File: src/hdl/abd_pkg.sv
// ----------------------------------------------------------------------------
// abd_pkg
// Types, constants and a shared function of the anchor box detection decoder.
// ----------------------------------------------------------------------------
package abd_pkg;

    localparam int MAX_CLASSES = 128;

    typedef struct packed {
        logic              mode;
        logic [1:0]        scale_level;
        logic [1:0]        anchor_slot;
        logic [7:0]        grid_x;
        logic [7:0]        grid_y;
        logic signed [15:0] logit_x;
        logic signed [15:0] logit_y;
        logic signed [15:0] logit_w;
        logic signed [15:0] logit_h;
        logic signed [15:0] logit_obj;
        logic signed [15:0] class_logit;
    } abd_in_t;

    typedef struct packed {
        logic signed [15:0] box_left;
        logic signed [15:0] box_top;
        logic [15:0]        box_width;
        logic [15:0]        box_height;
        logic [15:0]        det_score;
        logic [6:0]         class_id;
    } abd_out_t;

    localparam logic [1:0] REG_CONF    = 2'd0;
    localparam logic [1:0] REG_RATIO_W = 2'd1;
    localparam logic [1:0] REG_RATIO_H = 2'd2;
    localparam logic [1:0] REG_NCLS    = 2'd3;

    localparam logic MODE_HEADER = 1'b0;
    localparam logic MODE_CLASS  = 1'b1;

    typedef enum logic [3:0] {
        STEP_NONE, STEP_A, STEP_B, STEP_C, STEP_D, STEP_E, STEP_F, STEP_G,
        STEP_H, STEP_I, STEP_J, STEP_K, STEP_L, STEP_M
    } step_t;

    typedef struct packed {
        logic  hdr_load;
        logic  cls_load;
        step_t step;
    } abd_cmd_t;

    typedef struct packed {
        logic last_class;
        logic obj_passed;
        logic score_ok;
    } abd_stat_t;

    localparam logic [15:0] SIG_TAB [0:16] = '{
        16'd32768, 16'd40793, 16'd47911, 16'd53581, 16'd57724, 16'd60565,
        16'd62428, 16'd63615, 16'd64357, 16'd64816, 16'd65097, 16'd65269,
        16'd65374, 16'd65438, 16'd65476, 16'd65500, 16'd65514
    };

    localparam logic [8:0] ANCHOR_TAB [0:2][0:5] = '{
        '{9'd12, 9'd16, 9'd19, 9'd36, 9'd40, 9'd28},
        '{9'd36, 9'd75, 9'd76, 9'd55, 9'd72, 9'd146},
        '{9'd142, 9'd110, 9'd192, 9'd243, 9'd459, 9'd401}
    };

    // Piecewise linear sigmoid, Q8.8 in and Q0.16 out.
    function automatic logic [15:0] sig_q16(input logic signed [15:0] x);
        logic [15:0] a;
        logic [8:0]  idx;
        logic [15:0] lo;
        logic [15:0] hi;
        logic [22:0] frac;
        logic [15:0] r;
        a = x[15] ? 16'(-x) : 16'(x);
        idx = a[15:7];
        lo = SIG_TAB[5'(idx[3:0])];
        hi = SIG_TAB[5'(idx[3:0]) + 5'd1];
        frac = 23'(hi - lo) * 23'(a[6:0]);
        if (idx >= 9'd16)
        begin
            r = SIG_TAB[16];
        end
        else
        begin
            r = lo + 16'(frac >> 7);
        end
        return x[15] ? 16'(17'h10000 - {1'b0, r}) : r;
    endfunction

endpackage

File: src/hdl/abd_ctrl.sv
// ----------------------------------------------------------------------------
// abd_ctrl
// Sequencer of the decoder: input handshake, cell tracking and box steps.
// ----------------------------------------------------------------------------
module abd_ctrl (
    input  logic               clk,
    input  logic               rst_n,
    input  logic               in_valid,
    input  logic               in_mode,
    output logic               in_stall,
    output logic               out_valid,
    input  logic               out_stall,
    input  abd_pkg::abd_stat_t stat,
    output abd_pkg::abd_cmd_t  cmd
);
    import abd_pkg::*;

    typedef enum logic [13:0] {
        ST_IDLE = 14'b00000000000001,
        ST_A    = 14'b00000000000010,
        ST_B    = 14'b00000000000100,
        ST_C    = 14'b00000000001000,
        ST_D    = 14'b00000000010000,
        ST_E    = 14'b00000000100000,
        ST_F    = 14'b00000001000000,
        ST_G    = 14'b00000010000000,
        ST_H    = 14'b00000100000000,
        ST_I    = 14'b00001000000000,
        ST_J    = 14'b00010000000000,
        ST_K    = 14'b00100000000000,
        ST_L    = 14'b01000000000000,
        ST_M    = 14'b10000000000000
    } state_t;

    state_t state_reg, state_next;
    logic   open_reg, open_next;
    logic   ovalid_reg, ovalid_next;
    logic   accept;
    logic   out_free;

    assign in_stall  = (state_reg != ST_IDLE);
    assign accept    = in_valid && !in_stall;
    assign out_valid = ovalid_reg;
    assign out_free  = !ovalid_reg || !out_stall;

    always_comb
    begin
        state_next   = state_reg;
        open_next    = open_reg;
        ovalid_next  = ovalid_reg && out_stall;
        cmd.hdr_load = accept && (in_mode == MODE_HEADER);
        cmd.cls_load = accept && (in_mode == MODE_CLASS) && open_reg;
        cmd.step     = STEP_NONE;
        unique case (state_reg)
            ST_IDLE:
            begin
                if (cmd.hdr_load)
                begin
                    open_next = 1'b1;
                end
                else if (cmd.cls_load && stat.last_class)
                begin
                    open_next = 1'b0;
                    if (stat.obj_passed)
                    begin
                        state_next = ST_A;
                    end
                end
            end
            ST_A: begin cmd.step = STEP_A; state_next = ST_B; end
            ST_B: begin cmd.step = STEP_B; state_next = ST_C; end
            ST_C: begin cmd.step = STEP_C; state_next = ST_D; end
            ST_D:
            begin
                cmd.step   = STEP_D;
                state_next = stat.score_ok ? ST_E : ST_IDLE;
            end
            ST_E: begin cmd.step = STEP_E; state_next = ST_F; end
            ST_F: begin cmd.step = STEP_F; state_next = ST_G; end
            ST_G: begin cmd.step = STEP_G; state_next = ST_H; end
            ST_H: begin cmd.step = STEP_H; state_next = ST_I; end
            ST_I: begin cmd.step = STEP_I; state_next = ST_J; end
            ST_J: begin cmd.step = STEP_J; state_next = ST_K; end
            ST_K: begin cmd.step = STEP_K; state_next = ST_L; end
            ST_L: begin cmd.step = STEP_L; state_next = ST_M; end
            ST_M:
            begin
                if (out_free)
                begin
                    cmd.step    = STEP_M;
                    ovalid_next = 1'b1;
                    state_next  = ST_IDLE;
                end
            end
            default: state_next = ST_IDLE;
        endcase
    end

    always_ff @(posedge clk or negedge rst_n)
    begin
        if (!rst_n)
        begin
            state_reg  <= ST_IDLE;
            open_reg   <= 1'b0;
            ovalid_reg <= 1'b0;
        end
        else
        begin
            state_reg  <= state_next;
            open_reg   <= open_next;
            ovalid_reg <= ovalid_next;
        end
    end

`ifndef NO_ASSERTIONS
    a_onehot: assert property (@(posedge clk) disable iff (!rst_n) $onehot(state_reg))
        else $error("state register not one-hot");
    a_load_free: assert property (@(posedge clk) disable iff (!rst_n)
        (cmd.step == STEP_M) |-> out_free)
        else $error("result loaded over a pending one");
    a_score_drop: assert property (@(posedge clk) disable iff (!rst_n)
        (state_reg == ST_D && !stat.score_ok) |=> (state_reg == ST_IDLE))
        else $error("low score did not abort");
    a_start: assert property (@(posedge clk) disable iff (!rst_n)
        (cmd.cls_load && stat.last_class && stat.obj_passed) |=> (state_reg == ST_A))
        else $error("cell end did not start the box steps");
`endif

endmodule

File: src/hdl/abd_dp.sv
// ----------------------------------------------------------------------------
// abd_dp
// Datapath of the decoder: registers, cell state, sigmoid and shared multiplier.
// ----------------------------------------------------------------------------
module abd_dp (
    input  logic               clk,
    input  logic               rst_n,
    input  abd_pkg::abd_in_t   in_data,
    input  logic               cfg_we,
    input  logic [1:0]         cfg_index,
    input  logic [15:0]        cfg_data,
    input  abd_pkg::abd_cmd_t  cmd,
    output abd_pkg::abd_stat_t stat,
    output abd_pkg::abd_out_t  out_data
);
    import abd_pkg::*;

    logic [15:0] thr_reg, rw_reg, rh_reg;
    logic [7:0]  ncls_reg;
    logic [1:0]  scale_reg, anchor_reg;
    logic [7:0]  col_reg, row_reg;
    logic signed [15:0] bl0_reg, bl1_reg, bl2_reg, bl3_reg;
    logic [15:0] obj_reg;
    logic        objp_reg;
    logic signed [15:0] best_reg;
    logic [6:0]  bcls_reg;
    logic [7:0]  cnt_reg;

    logic [15:0] sig_reg, score_reg;
    logic signed [31:0] cx_reg, cy_reg;
    logic [17:0] tsqw_reg, tsqh_reg;
    logic [26:0] w16_reg, h16_reg;
    logic signed [15:0] left_reg, top_reg;
    logic [15:0] width_reg;
    logic signed [50:0] prod_reg;
    abd_out_t    out_reg;

    logic signed [15:0] sig_in;
    logic [15:0] sig_val;
    logic signed [32:0] mul_a;
    logic signed [17:0] mul_b;
    logic        mul_en;
    logic [7:0]  ncls_eff, cnt_next;
    logic [1:0]  scl_in, anc_in;
    logic [8:0]  aw, ah;
    logic signed [25:0] cbase;
    logic [16:0] sig2;

    function automatic logic signed [15:0] sat_s25(input logic signed [50:0] p);
        logic signed [50:0] t;
        t = p[50] ? ((p + 51'sd33554431) >>> 25) : (p >>> 25);
        if (t > 51'sd32767)
        begin
            return 16'sh7FFF;
        end
        else if (t < -51'sd32768)
        begin
            return 16'sh8000;
        end
        return t[15:0];
    endfunction

    function automatic logic [15:0] sat_u24(input logic signed [50:0] p);
        logic signed [50:0] t;
        t = p >>> 24;
        if (t > 51'sd65535)
        begin
            return 16'hFFFF;
        end
        return t[15:0];
    endfunction

    assign ncls_eff = (ncls_reg == 8'd0) ? 8'd1 :
                      (ncls_reg > 8'(MAX_CLASSES)) ? 8'(MAX_CLASSES) : ncls_reg;
    assign cnt_next = cnt_reg + 8'd1;
    assign stat.last_class = (cnt_next >= ncls_eff);
    assign stat.obj_passed = objp_reg;
    assign stat.score_ok   = (score_reg > thr_reg);
    assign scl_in = (in_data.scale_level == 2'd3) ? 2'd2 : in_data.scale_level;
    assign anc_in = (in_data.anchor_slot == 2'd3) ? 2'd2 : in_data.anchor_slot;
    assign aw = ANCHOR_TAB[scale_reg][{anchor_reg, 1'b0}];
    assign ah = ANCHOR_TAB[scale_reg][{anchor_reg, 1'b1}];
    assign sig2 = {sig_reg, 1'b0};
    assign cbase = $signed({1'b0, (cmd.step == STEP_C) ? col_reg : row_reg, 16'b0})
                 + $signed({9'b0, sig2}) - 26'sd32768;
    assign sig_val = sig_q16(sig_in);
    assign out_data = out_reg;

    always_comb
    begin
        case (cmd.step)
            STEP_A:  sig_in = best_reg;
            STEP_B:  sig_in = bl0_reg;
            STEP_C:  sig_in = bl1_reg;
            STEP_D:  sig_in = bl2_reg;
            STEP_E:  sig_in = bl3_reg;
            default: sig_in = in_data.logit_obj;
        endcase
    end

    always_comb
    begin
        mul_en = 1'b1;
        mul_a  = '0;
        mul_b  = '0;
        case (cmd.step) inside
            STEP_B:
            begin
                mul_a = $signed({17'b0, sig_reg});
                mul_b = $signed({2'b0, obj_reg});
            end
            STEP_E, STEP_F:
            begin
                mul_a = $signed({16'b0, sig2});
                mul_b = $signed({1'b0, sig2});
            end
            STEP_G:
            begin
                mul_a = $signed({15'b0, tsqw_reg});
                mul_b = $signed({9'b0, aw});
            end
            STEP_H:
            begin
                mul_a = $signed({15'b0, tsqh_reg});
                mul_b = $signed({9'b0, ah});
            end
            STEP_I:
            begin
                mul_a = {cx_reg, 1'b0} - $signed({6'b0, w16_reg});
                mul_b = $signed({2'b0, rw_reg});
            end
            STEP_J:
            begin
                mul_a = {cy_reg, 1'b0} - $signed({6'b0, h16_reg});
                mul_b = $signed({2'b0, rh_reg});
            end
            STEP_K:
            begin
                mul_a = $signed({6'b0, w16_reg});
                mul_b = $signed({2'b0, rw_reg});
            end
            STEP_L:
            begin
                mul_a = $signed({6'b0, h16_reg});
                mul_b = $signed({2'b0, rh_reg});
            end
            default: mul_en = 1'b0;
        endcase
    end

    always_ff @(posedge clk or negedge rst_n)
    begin
        if (!rst_n)
        begin
            thr_reg    <= 16'd32768;
            rw_reg     <= 16'd256;
            rh_reg     <= 16'd256;
            ncls_reg   <= 8'd80;
            scale_reg  <= '0;
            anchor_reg <= '0;
            col_reg    <= '0;
            row_reg    <= '0;
            obj_reg    <= '0;
            objp_reg   <= 1'b0;
            best_reg   <= 16'sh8000;
            bcls_reg   <= '0;
            cnt_reg    <= '0;
        end
        else
        begin
            if (cfg_we)
            begin
                unique case (cfg_index)
                    REG_CONF:    thr_reg  <= cfg_data;
                    REG_RATIO_W: rw_reg   <= cfg_data;
                    REG_RATIO_H: rh_reg   <= cfg_data;
                    REG_NCLS:    ncls_reg <= cfg_data[7:0];
                    default:     ;
                endcase
            end
            if (cmd.hdr_load)
            begin
                scale_reg  <= scl_in;
                anchor_reg <= anc_in;
                col_reg    <= in_data.grid_x;
                row_reg    <= in_data.grid_y;
                obj_reg    <= sig_val;
                objp_reg   <= (sig_val > thr_reg);
                best_reg   <= 16'sh8000;
                bcls_reg   <= '0;
                cnt_reg    <= '0;
            end
            else if (cmd.cls_load)
            begin
                if (cnt_reg == 8'd0 || in_data.class_logit > best_reg)
                begin
                    best_reg <= in_data.class_logit;
                    bcls_reg <= cnt_reg[6:0];
                end
                cnt_reg <= cnt_next;
            end
        end
    end

    always_ff @(posedge clk)
    begin
        if (cmd.hdr_load)
        begin
            bl0_reg <= in_data.logit_x;
            bl1_reg <= in_data.logit_y;
            bl2_reg <= in_data.logit_w;
            bl3_reg <= in_data.logit_h;
        end
        if (mul_en)
        begin
            prod_reg <= 51'(mul_a) * 51'(mul_b);
        end
        case (cmd.step) inside
            STEP_A, STEP_B, STEP_E: sig_reg <= sig_val;
            STEP_C:
            begin
                sig_reg   <= sig_val;
                score_reg <= prod_reg[31:16];
                cx_reg    <= 32'(cbase) <<< (3 + scale_reg);
            end
            STEP_D:
            begin
                sig_reg <= sig_val;
                cy_reg  <= 32'(cbase) <<< (3 + scale_reg);
            end
            STEP_F: tsqw_reg  <= prod_reg[33:16];
            STEP_G: tsqh_reg  <= prod_reg[33:16];
            STEP_H: w16_reg   <= prod_reg[26:0];
            STEP_I: h16_reg   <= prod_reg[26:0];
            STEP_J: left_reg  <= sat_s25(prod_reg);
            STEP_K: top_reg   <= sat_s25(prod_reg);
            STEP_L: width_reg <= sat_u24(prod_reg);
            STEP_M:
            begin
                out_reg.box_left   <= left_reg;
                out_reg.box_top    <= top_reg;
                out_reg.box_width  <= width_reg;
                out_reg.box_height <= sat_u24(prod_reg);
                out_reg.det_score  <= score_reg;
                out_reg.class_id   <= bcls_reg;
            end
            default: ;
        endcase
    end

endmodule

File: src/hdl/anchor_box_detection_decode.sv
// ----------------------------------------------------------------------------
// anchor_box_detection_decode
// Decodes detector head items of one grid cell into at most one box.
// ----------------------------------------------------------------------------
// The input channel takes a header request (mode 0) that opens a cell, then
// one class request (mode 1) per class. Header and class requests may follow
// back to back while the block is idle. After the last class request, if
// objectness passed, the block runs twelve steps on one shared multiplier
// and sigmoid unit and then loads its output register; in_stall is high
// during those steps, and an early reject on the final score ends them
// after 4. The output register holds the result while out_stall is high;
// a new cell can stream in meanwhile, and the final step waits until the
// register is free. The configuration channel is always ready and takes
// writes at any time; write it only while the block is idle. Reset restores
// the register defaults, closes any open cell and drops any pending result.
// ----------------------------------------------------------------------------
module anchor_box_detection_decode (
    input  logic               clk,
    input  logic               rst_n,
    input  logic               in_valid,
    output logic               in_stall,
    input  abd_pkg::abd_in_t   in_data,
    output logic               out_valid,
    input  logic               out_stall,
    output abd_pkg::abd_out_t  out_data,
    input  logic               cfg_valid,
    output logic               cfg_ready,
    input  logic [1:0]         cfg_index,
    input  logic [15:0]        cfg_data
);
    import abd_pkg::*;

    abd_cmd_t  cmd;
    abd_stat_t stat;

    assign cfg_ready = 1'b1;

    abd_ctrl u_ctrl (
        .clk       (clk),
        .rst_n     (rst_n),
        .in_valid  (in_valid),
        .in_mode   (in_data.mode),
        .in_stall  (in_stall),
        .out_valid (out_valid),
        .out_stall (out_stall),
        .stat      (stat),
        .cmd       (cmd)
    );

    abd_dp u_dp (
        .clk       (clk),
        .rst_n     (rst_n),
        .in_data   (in_data),
        .cfg_we    (cfg_valid && cfg_ready),
        .cfg_index (cfg_index),
        .cfg_data  (cfg_data),
        .cmd       (cmd),
        .stat      (stat),
        .out_data  (out_data)
    );

endmodule

File: config.mk
export PLATFORM = sky130hd
export DESIGN_NAME = anchor_box_detection_decode
export DESIGN_NICKNAME = d
export VERILOG_FILES = /design/src/hdl/abd_pkg.sv /design/src/hdl/abd_ctrl.sv /design/src/hdl/abd_dp.sv /design/src/hdl/anchor_box_detection_decode.sv
export SDC_FILE = /design/constraint.sdc
export NUM_CORES = 2
export LEC_CHECK = 0
export BUFFER_PORTS_ARGS = -buffer_cell sky130_fd_sc_hd__buf_2
export CORE_MARGIN = 4
export CORE_UTILIZATION = 35
export CTS_CLUSTER_SIZE = 30
export DETAILED_ROUTE_END_ITERATION = 6
export GPL_TIMING_DRIVEN = 0
export PLACE_DENSITY_LB_ADDON = 0.25
export SLEW_MARGIN = 5
export SYNTH_ARGS = -nofsm -noshare
export SYNTH_HDL_FRONTEND = slang
export SYNTH_SLANG_ARGS = --single-unit
File: constraint.sdc
create_clock -name clk -period 24.9 [get_ports clk]
set_input_delay 6.225 -clock clk [delete_from_list [all_inputs] [get_ports clk]]
set_output_delay 6.225 -clock clk [all_outputs]
set_load 0.05 [all_outputs]
==> metrics list <==
- The startpoint identified for the worst hold timing path is u_dp.width_reg[3].
- Yosys mapped a number of flops with a built-in enable equal to roughly 430.
- Synth cell types: just under 100
- Number of sinks handled by clock tree synthesis: 574
- Latest clock arrival within the worst-skew pair: a little over 0.7 ns
- Power, Total: about 9500 uW
* Worst Path Class, Setup: in -> reg
- Die Y: roughly 400 um
* Number of global-route vias before repair: approximately 42000
- Post-placement cell area: about 57000 um2
- Routability-driven placement finished with a final weighted congestion of between 0.9 and 1.
* Leakage power total: between 0.02 and 0.03 uW
- The longest clock path from root to sink contains 3 buffers.
- I/O pins: 230
* Non-filler instance count after layout: approximately 7700
- Port Buffer Count: ~230
- Leftover overflow at the end of global routing: 0
* Postcts setup bufs: 0
- Post-placement worst setup slack: 1.61 ns
* First-pass DRT Iterations: 7
- In this run the core area contains approximately 140 standard-cell rows.
- Register area: between 15000 and 20000 um2
- Total negative slack: 0 ns
- In the synthesized netlist the dominant register cell turns out to be sky130_fd_sc_hd__edfxtp_1.
- Share of layout cells above drive strength 1: 0.0959
- Hold repair after CTS inserted 0 buffers.
* Overall Global Routing Usage: 0.238
* Post-route cell area: 59500 um2
- The first routing iteration left ~4200 violations.
- Smallest setup slack after layout: 1.90 ns
* Number of nets in the layout: 6680
* Initial antenna violation count: 30
- The mapped netlist covers ~53000 um2.
- Power spread over the standard cell area amounts to ~160 nW/um2.
- Worst-path clk slew: approximately 0.060 ns
- Of all cell types, the one taking the most synthesized area is sky130_fd_sc_hd__edfxtp_1.
- Number of nets with antenna violations after detailed routing: 0
* Clk_skew: 0.0719 ns
- DRC violation count after routing: 0
- Summed over all layers, the routed wires come to roughly 190000 um.
- Total via count after detailed routing: between 40000 and 50000
- Worst hold-check path type: reg -> reg
* Final Hold Violating Endpoints: 0
* Depth of the worst register-to-register path: 67
* Type of element capturing the critical path: flop
* Worst voltage drop across the vdd grid: around 0.00048 V
- STA classifies the critical path startpoint as an input port.
- The library cells used most frequently in the layout, excluding fill and tap cells, are sky130_fd_sc_hd__inv_1, sky130_fd_sc_hd__fa_1, sky130_fd_sc_hd__nand2_1, sky130_fd_sc_hd__edfxtp_1, sky130_fd_sc_hd__nor2_1.
- STA puts the critical path data required time at 25.50 ns.
- Max-cap violations: 0
- Routed len/inst: approximately 24 um
- Cell types occupying the most area after synthesis: sky130_fd_sc_hd__edfxtp_1, sky130_fd_sc_hd__fa_1, sky130_fd_sc_hd__ha_1
- Cell repeated most along the worst path: sky130_fd_sc_hd__ha_1
- The path with the worst hold slack has its endpoint at u_dp.out_data[42].
- The worst register-to-register path has a setup slack of around 5.5 ns.
* TritonCTS clock tree: yes
* Effective utilization at floorplan: 0.353
- Max-slew violations: 0
- CTS built an H-tree with a depth of 3.
- Worst endpoint data arrival time: approximately 24 ns
- The die covers 158000 um2.
* Number of register bits inferred by synthesis: around 570
- Layout fillers: between 10000 and 15000
- Final worst-path cycle share: 0.924
* Worst rel slew slack: 0.106
* Clock tree root driver cell: sky130_fd_sc_hd__clkbuf_16
- The run finished with clean final reports.
- Post-layout minimum cycle time: approximately 23 ns
* Number of placed instances with taps included: about 7600
* Per-cell via count in the routed design: ~5.4
- Wire length of the first global-routing pass: 278000 um
- Max FFs per register: 87
- At the pin with the least slew margin, the transition time is 1.32 ns.
- Post-CTS repair changed the size of 0 cells.
- Share of synthesized registers carrying an async set or reset: 0.244
* Synth Warn #: 0
- Worst reg2reg startpoint: u_ctrl.state_reg[2]
- Most common library cell in the layout ignoring fill and taps: sky130_fd_sc_hd__inv_1
- In the final layout, the multi-input gates occupy between 30000 and 40000 um2.
- Of the synthesized area, sequential elements account for 0.312.
- Number of cells produced by synthesis: roughly 5300
- Per-instance average area after synthesis: 10.1 um2
* Terminus of the critical flop-to-flop path: u_dp.objp_reg
- The largest single stage delay on the critical path is between 0.8 and 0.9 ns.
- Growth of design area from synthesis to finish: 12.3%
- Hold Crit Depth: 0
- Among all stages on the critical path, the largest delay is contributed by sky130_fd_sc_hd__xor2_1.
- Summed over all nets, the half-perimeter wirelength after detailed placement is between 150000 and 200000 um.
- Clock buffer count from CTS: 68
* Critical-path maximum fanout: 10
* Unrepaired setup endpoints after global routing: false
* Area of the core: 150000 um2
* Setup violations, final: 0
- Share of the synthesized area in the top cell type: 0.246
* Die outline width: between 300 and 400 um
* Max Clock Freq: 43.5 MHz
* Pin count of the biggest net entering global routing: 97
[through the flow]
stage,hold WS (ns),utilization
2_1_floorplan,0.400,-
3_3_place_gp,0.404,0.378
3_5_place_dp,0.405,0.381
4_1_cts,0.386,0.396
5_1_grt,0.410,0.396
6_report,0.383,0.396
[power breakdown]
part	leakage [uW]	internal [uW]	switching, uW
clock network	0.00110	567	453
logic	0.0186	2910	4430
registers	0.00578	1110	40.7
[cell families after synthesis]
| kind of cell | after synthesis | synth area share |
|---|---|---|
| other | 2 | 0.000142 |
| muxes | 116 | 0.0242 |
| and+or+nand+nor | 1480 | 0.134 |
| DFF | 574 | 0.312 |
| adders and majority gates | 934 | 0.309 |
| AOI/OAI and AO/OA | 899 | 0.113 |
| buffers and inverters | 1075 | 0.0767 |
| xor gates and xnor gates | 186 | 0.0314 |
[critical path: cells and delay by family]
kind,cells,cell delay (ns)
xor gates and xnor gates,5,2.97
muxes,1,0.31
AOI/OAI and AO/OA,22,6.17
buffers and inverters,7,1.37
and+or+nand+nor,16,2.19
adders and majority gates,11,4.35
[synth_stat cells, drive strengths merged (96+ instances only)]
| cell type | number |
|---|---|
| inv | 868 |
| fa | 623 |
| nand2 | 560 |
| edfxtp | 434 |
| nor2 | 347 |
| ha | 311 |
| o21ai | 224 |
| a21oi | 194 |
| clkbuf | 178 |
| dfrtp | 133 |
| xnor2 | 120 |
| and2 | 96 |
[layout make-up]
type	instances	area share
plain buffers	206	0.0137
clock inverters	44	0.00839
repair buffers	253	0.0253
well taps	2016	0.0424
diodes	13	0.000547
clock buffers	81	0.0299
inverters	869	0.0548
multi-input cells	3634	0.547
flip-flops and latches	574	0.278
[per-layer routing]
metal	GRT usage	routed length, um
met1	0.328	79700
met2	0.372	83900
met3	0.0400	15500
met4	0.0983	8620
met5	0	42
[worst max-delay path by stage]
| stage | start | to | slack [ns] | depth (start not counted) |
|---|---|---|---|---|
| after floorplan | in_data[16] | u_dp.objp_reg | 5.93 | 62 |
| after global placement | in_data[16] | u_dp.objp_reg | 1.74 | 62 |
| after detailed placement | in_data[16] | u_dp.objp_reg | 1.61 | 62 |
| after CTS | in_data[16] | u_dp.objp_reg | 2.31 | 62 |
| after global routing | in_data[16] | u_dp.objp_reg | 0.80 | 62 |
| final | in_data[16] | u_dp.objp_reg | 1.90 | 62 |
(Power assumes the default switching activity.)
